--- src/rtl/srag_pkg.sv ---
// Shared widths, register indexes and types of the scanline remap address generator.
`default_nettype none

package srag_pkg;

  // Configuration port.
  localparam int unsigned CFG_IDX_W  = 3;
  localparam int unsigned CFG_DATA_W = 13;

  localparam logic [CFG_IDX_W-1:0] CFG_IN_WIDTH   = 3'd0;
  localparam logic [CFG_IDX_W-1:0] CFG_IN_HEIGHT  = 3'd1;
  localparam logic [CFG_IDX_W-1:0] CFG_OUT_WIDTH  = 3'd2;
  localparam logic [CFG_IDX_W-1:0] CFG_OUT_HEIGHT = 3'd3;
  localparam logic [CFG_IDX_W-1:0] CFG_BPP        = 3'd4;

  // Register and field widths.
  localparam int unsigned IN_DIM_W  = 13;
  localparam int unsigned OUT_DIM_W = 11;
  localparam int unsigned BPP_W     = 3;
  localparam int unsigned ROW_IDX_W = 10;
  localparam int unsigned POS_W     = 10;
  localparam int unsigned SRC_W     = 12;
  localparam int unsigned ADDR_W    = 26;
  localparam int unsigned SROW_W    = 16;
  localparam int unsigned FIX_W     = 32;

  // Reset values of the configuration registers.
  localparam logic [IN_DIM_W-1:0]  IN_WIDTH_RST   = 13'd640;
  localparam logic [IN_DIM_W-1:0]  IN_HEIGHT_RST  = 13'd480;
  localparam logic [OUT_DIM_W-1:0] OUT_WIDTH_RST  = 11'd256;
  localparam logic [OUT_DIM_W-1:0] OUT_HEIGHT_RST = 11'd256;
  localparam logic [BPP_W-1:0]     BPP_RST        = 3'd1;

  // One row entry of the remap table.
  typedef struct packed {
    logic signed [SROW_W-1:0] src_row;
    logic signed [FIX_W-1:0]  x_start;
    logic signed [FIX_W-1:0]  x_step;
  } entry_t;

  // Commands from the controller to the datapath.
  typedef struct packed {
    logic wr_en;    // write the table entry of the current input transfer
    logic rd_en;    // read the table entry of the current output row
    logic eval_en;  // evaluate the pixel and advance the walk state
    logic mul_en;   // form the row offset product
    logic send_en;  // load the output register
  } dp_cmd_t;

endpackage

`default_nettype wire

--- src/rtl/srag_ctrl.sv ---
// Controller state machine: accepts transfers and sequences the datapath steps.
`default_nettype none

module srag_ctrl (
  input  wire logic              clk_i,
  input  wire logic              rst_ni,
  input  wire logic              in_valid_i,
  input  wire logic              in_action_i,
  output logic                   in_ready_o,
  input  wire logic              out_ready_i,
  output logic                   out_valid_o,
  output srag_pkg::dp_cmd_t      cmd_o
);

  localparam logic [1:0] ST_IDLE = 2'd0;
  localparam logic [1:0] ST_EVAL = 2'd1;
  localparam logic [1:0] ST_MULT = 2'd2;
  localparam logic [1:0] ST_SEND = 2'd3;

  logic [1:0] state_q, state_d;
  logic       out_valid_q, out_valid_d;
  logic       accept;

  assign in_ready_o  = (state_q == ST_IDLE);
  assign accept      = in_valid_i && in_ready_o;
  assign out_valid_o = out_valid_q;

  always_comb begin
    state_d       = state_q;
    cmd_o         = '0;
    out_valid_d   = out_valid_q && !out_ready_i;
    case (state_q)
      ST_IDLE: begin
        if (accept) begin
          if (in_action_i) begin
            cmd_o.rd_en = 1'b1;
            state_d     = ST_EVAL;
          end else begin
            cmd_o.wr_en = 1'b1;
          end
        end
      end
      ST_EVAL: begin
        cmd_o.eval_en = 1'b1;
        state_d       = ST_MULT;
      end
      ST_MULT: begin
        cmd_o.mul_en = 1'b1;
        state_d      = ST_SEND;
      end
      ST_SEND: begin
        // The result waits here until the output register is free.
        if (!out_valid_q || out_ready_i) begin
          cmd_o.send_en = 1'b1;
          out_valid_d   = 1'b1;
          state_d       = ST_IDLE;
        end
      end
      default: begin
        state_d = ST_IDLE;
      end
    endcase
  end

  always_ff @(posedge clk_i or negedge rst_ni) begin
    if (!rst_ni) begin
      state_q     <= ST_IDLE;
      out_valid_q <= 1'b0;
    end else begin
      state_q     <= state_d;
      out_valid_q <= out_valid_d;
    end
  end

endmodule

`default_nettype wire

--- config.mk ---
export PLATFORM = sky130hd
export DESIGN_NAME = srag_ctrl
export DESIGN_NICKNAME = d
export VERILOG_FILES = /design/src/rtl/srag_pkg.sv /design/src/rtl/srag_ctrl.sv
export SDC_FILE = /design/constraint.sdc
export NUM_CORES = 1
export LEC_CHECK = 0
export ABC_AREA = 1
export BUFFER_PORTS_ARGS = -buffer_cell sky130_fd_sc_hd__buf_2
export CORE_AREA = 2 2 39 41
export CTS_BUF_LIST = sky130_fd_sc_hd__clkbuf_16
export CTS_CLUSTER_DIAMETER = 60
export DETAILED_ROUTE_END_ITERATION = 6
export DIE_AREA = 0 0 41 43
export GPL_TIMING_DRIVEN = 0
export PLACE_DENSITY_LB_ADDON = 0.12
export SLEW_MARGIN = 0
export SYNTH_ARGS = -nofsm -noshare
export SYNTH_HDL_FRONTEND = slang
export SYNTH_SLANG_ARGS = --single-unit
export TNS_END_PERCENT = 30
--- constraint.sdc ---
create_clock -name clk_i -period 1.4 [get_ports clk_i]
set_clock_uncertainty 0.15 [all_clocks]
set_input_delay 0.28 -clock clk_i [delete_from_list [all_inputs] [get_ports clk_i]]
set_output_delay 0.28 -clock clk_i [all_outputs]
set_load 0.03 [all_outputs]
==> results by group <==
Status
  – Status: finished, violations left
  – Failing checks: negative setup slack

Placed design
  – DP Cell Count: 59
  – Placed Area: 349.1 sq um
  – Detailed placement HPWL: 425.9 um
  – Placer congestion estimate: 0.6181
  – Port bufs: 11

Worst setup path
  – Setup Crit Path Kind: flip-flop to output pin
  – Crit path buffers/inverters: 2
  – R2r setup slk: 0.07 ns
  – Crit path DAT: 1.17 ns
  – Cell Chain, Critical Path: inv_4 > ha_4 > nand2_4 > nor2_4 > buf_6
  – Critical path endpoint category: output pin
  – Startpoint Class: flip-flop
  – Crit path max-delay family: flip-flops
  – CP startpoint: state_q[0]
  – Reg-to-reg startpoint: state_q[0]
  – CP required: 0.97 ns
  – Crit-path max cell delay: 0.44 ns
  – FF-to-FF path depth: 7
  – R2R Path End: state_q[0]
  – CP max stage cell: dfrtp_2
  – CP Max Fanout: 4

GRT
  – Grt total ovfl: 0
  – Initial antenna violation count: 0
  – Vias in the first global route: 268
  – First-pass GRT wire length: 1055 um
  – Global-route usage over all layers: 0.08753
  – Pin count of the biggest net entering global routing: 5

Synthesis
  – Yosys reg bits: 3
  – Post-Syn Area: 242.7 sq um
  – Async set-reset flop share out of synthesis: 1.000
  – Commonest cells in the netlist: 9 x nand2_1, 7 x inv_1, 5 x ha_1
  – Syn nets: 42
  – Post-synth EDFFs: 0
  – Top-count cell post-synth: nand2_1
  – Seq/Total Area, Yosys: 0.3093
  – Main flop type after synthesis: dfrtp_1
  – Yosys top cell area share: 0.3093
  – Synth unique cells: 9
  – Cell accounting for the most synthesized area: dfrtp_1
  – Most area-consuming cells after synthesis: dfrtp_1 31%, ha_1 26%, nand2_1 14%
  – Avg Inst Size Synth: 7.585 sq um
  – Yosys warns: 0
  – Synthesized instance count: 32

Detailed routing
  – Initial DRT Pass Iterations: 2
  – Routed Antenna Nets: 0
  – Routed via count: 268
  – Vias per cell: around 3.8
  – Final wirelength: ~680 um
  – Drc violations: 0
  – 1st-iter DRT viols: 1
  – WL per Instance: 9.671 um

Final layout
  – Synthesis-to-finish area growth: 128.4%
  – # diodes: 0
  – Nets: 65
  – Post-Layout Cell Count: 70
  – Share of layout cells above drive strength 1: 0.6667
  – Fillers: 141
  – Final instance area: 554.3 sq um

Timing
  – Final Setup Violations: 6
  – Final Slew Violations: 0
  – Period utilization: 1.144
  – Max Clk Rate: 624.6 MHz
  – Final Hold Fails: 0
  – Min cycle time layout: 1.601 ns
  – Setup TNS: -1.003 ns
  – Slew HR: 0.8972
  – Setup ws final: -0.2009 ns
  – WHS: 0.1997 ns
  – RSZ-0062 raised after global routing: true
  – Worst slew pin tran: 0.1542 ns

Floorplan
  – Die Wd: 41 um
  – Core area: 1384 sq um
  – Die height: around 43 um
  – # rows: 14
  – Io pins: 12
  – Initial Util: 0.1754
  – Die footprint: ~1800 sq um

Min path
  – HP Start: out_ready_i
  – Worst hold path depth: 4
  – Min-Delay Endpoint: out_valid_o
  – Min-Delay Path Class: primary input to flip-flop

Clock network
  – Root buf cell: clkbuf_16
  – H-tree depth: 1
  – Clock-pin slew on the worst setup and hold paths: 0.03 ns
  – Clock Path Buffers: 2
  – Clk Latency, worst-skew pair: 0.22 ns
  – CTS tree: built
  – Clock buffer count from CTS: 3
  – Clock sink total: 3

Flow run
  – Max-cap violations: 0

Power
  – VDD IR-drop max: 1411 uV
  – Cell area power density: 2782 nW/um^2
  – P_leak: 0.2809 nW
  – Total power: about 1.5 mW
[tightest hold or removal path, stage by stage]
cell     delay, ns
buf_2         0.08
inv_1         0.06
nand2_1       0.06
nand2_1       0.04
[cells in the final DEF, fill, tap and decap left out]
| master | instances |
|---|---|
| nand3_1 | 2 |
| nand3_2 | 1 |
| nor2_4 | 2 |
| dfrtp_2 | 2 |
| inv_4 | 2 |
| nand2_4 | 1 |
| inv_1 | 4 |
| dlygate4sd3_1 | 1 |
| nand2_2 | 2 |
| inv_2 | 2 |
| buf_2 | 6 |
| buf_6 | 5 |
| ha_4 | 3 |
| clkbuf_16 | 3 |
| ha_1 | 2 |
| a21oi_2 | 1 |
| nand2_1 | 8 |
| dfrtp_1 | 1 |
| buf_4 | 6 |
[where the power goes]
group / total, mW / leakage [nW] / switching [mW] / internal (mW)
Combinational: 0.886 / 0.204 / 0.481 / 0.405
Clock: 0.440 / 0.0423 / 0.0718 / 0.368
Sequential: 0.217 / 0.0344 / 0.0778 / 0.139
[cells by family (layout without fill, tap and decap cells)]
group,Yosys count,in the layout,share of synthesized area
AOI/OAI and AO/OA,1,1,0.02060
DFF,3,3,0.3093
and+or+nand+nor,16,16,0.3041
buffers and inverters,7,29,0.1083
adders and majority gates,5,5,0.2577
[registers in the layout, summed over array words and instances (netlist names)]
register / flops
state_q: 2
out_valid_o: 1
[stage by stage]
stage,utilization,setup slack [ns]
6_report,0.4005,-0.2009
3_5_place_dp,0.2523,-0.1013
2_1_floorplan,-,-0.05732
5_1_grt,0.4005,-0.2440
4_1_cts,0.3825,-0.1898
3_3_place_gp,0.2523,-0.08768
[metal layers]
layer | GRT usage | up-vias | share of wire
li1 | - | 139 | -
met1 | 0.09385 | 124 | 0.39
met4 | 0.02000 | 0 | 0
met5 | 0 | - | 0
met3 | 0.01571 | 0 | 0.037
met2 | 0.1625 | 5 | 0.57
[cell type report]
| cell class | count | area (sq um) | share of cell area |
|---|---|---|---|
| clock buffers | 3 | 75.07 | 0.1354 |
| clock inverters | 1 | 3.754 | 0.006772 |
| inverters | 7 | 31.28 | 0.05643 |
| multi-input cells | 22 | 205.2 | 0.3702 |
| flip-flops and latches | 3 | 77.57 | 0.1400 |
| well taps | 16 | 20.02 | 0.03612 |
| repair buffers | 18 | 141.4 | 0.2551 |
[how the worst max path moves through the flow]
stage | endpoint | slack, ns | depth (start not counted)
5_1_grt | cmd_o[4] | -0.24 | 5
3_3_place_gp | cmd_o[4] | -0.09 | 5
6_report | cmd_o[4] | -0.20 | 5
2_1_floorplan | cmd_o[3] | -0.06 | 4
3_5_place_dp | cmd_o[4] | -0.10 | 5
4_1_cts | cmd_o[4] | -0.19 | 5
[timing repair]
action / CTS / global route
endpoints found under the hold margin: 3 / 0
gates resized for setup: 19 / 5
endpoints found under the setup margin: 6 / 7
hold buffers: 1 / 0
setup buffers: 5 / 1
pin swaps: 4 / 2
Note: power is estimated with default switching activity, not from simulation.
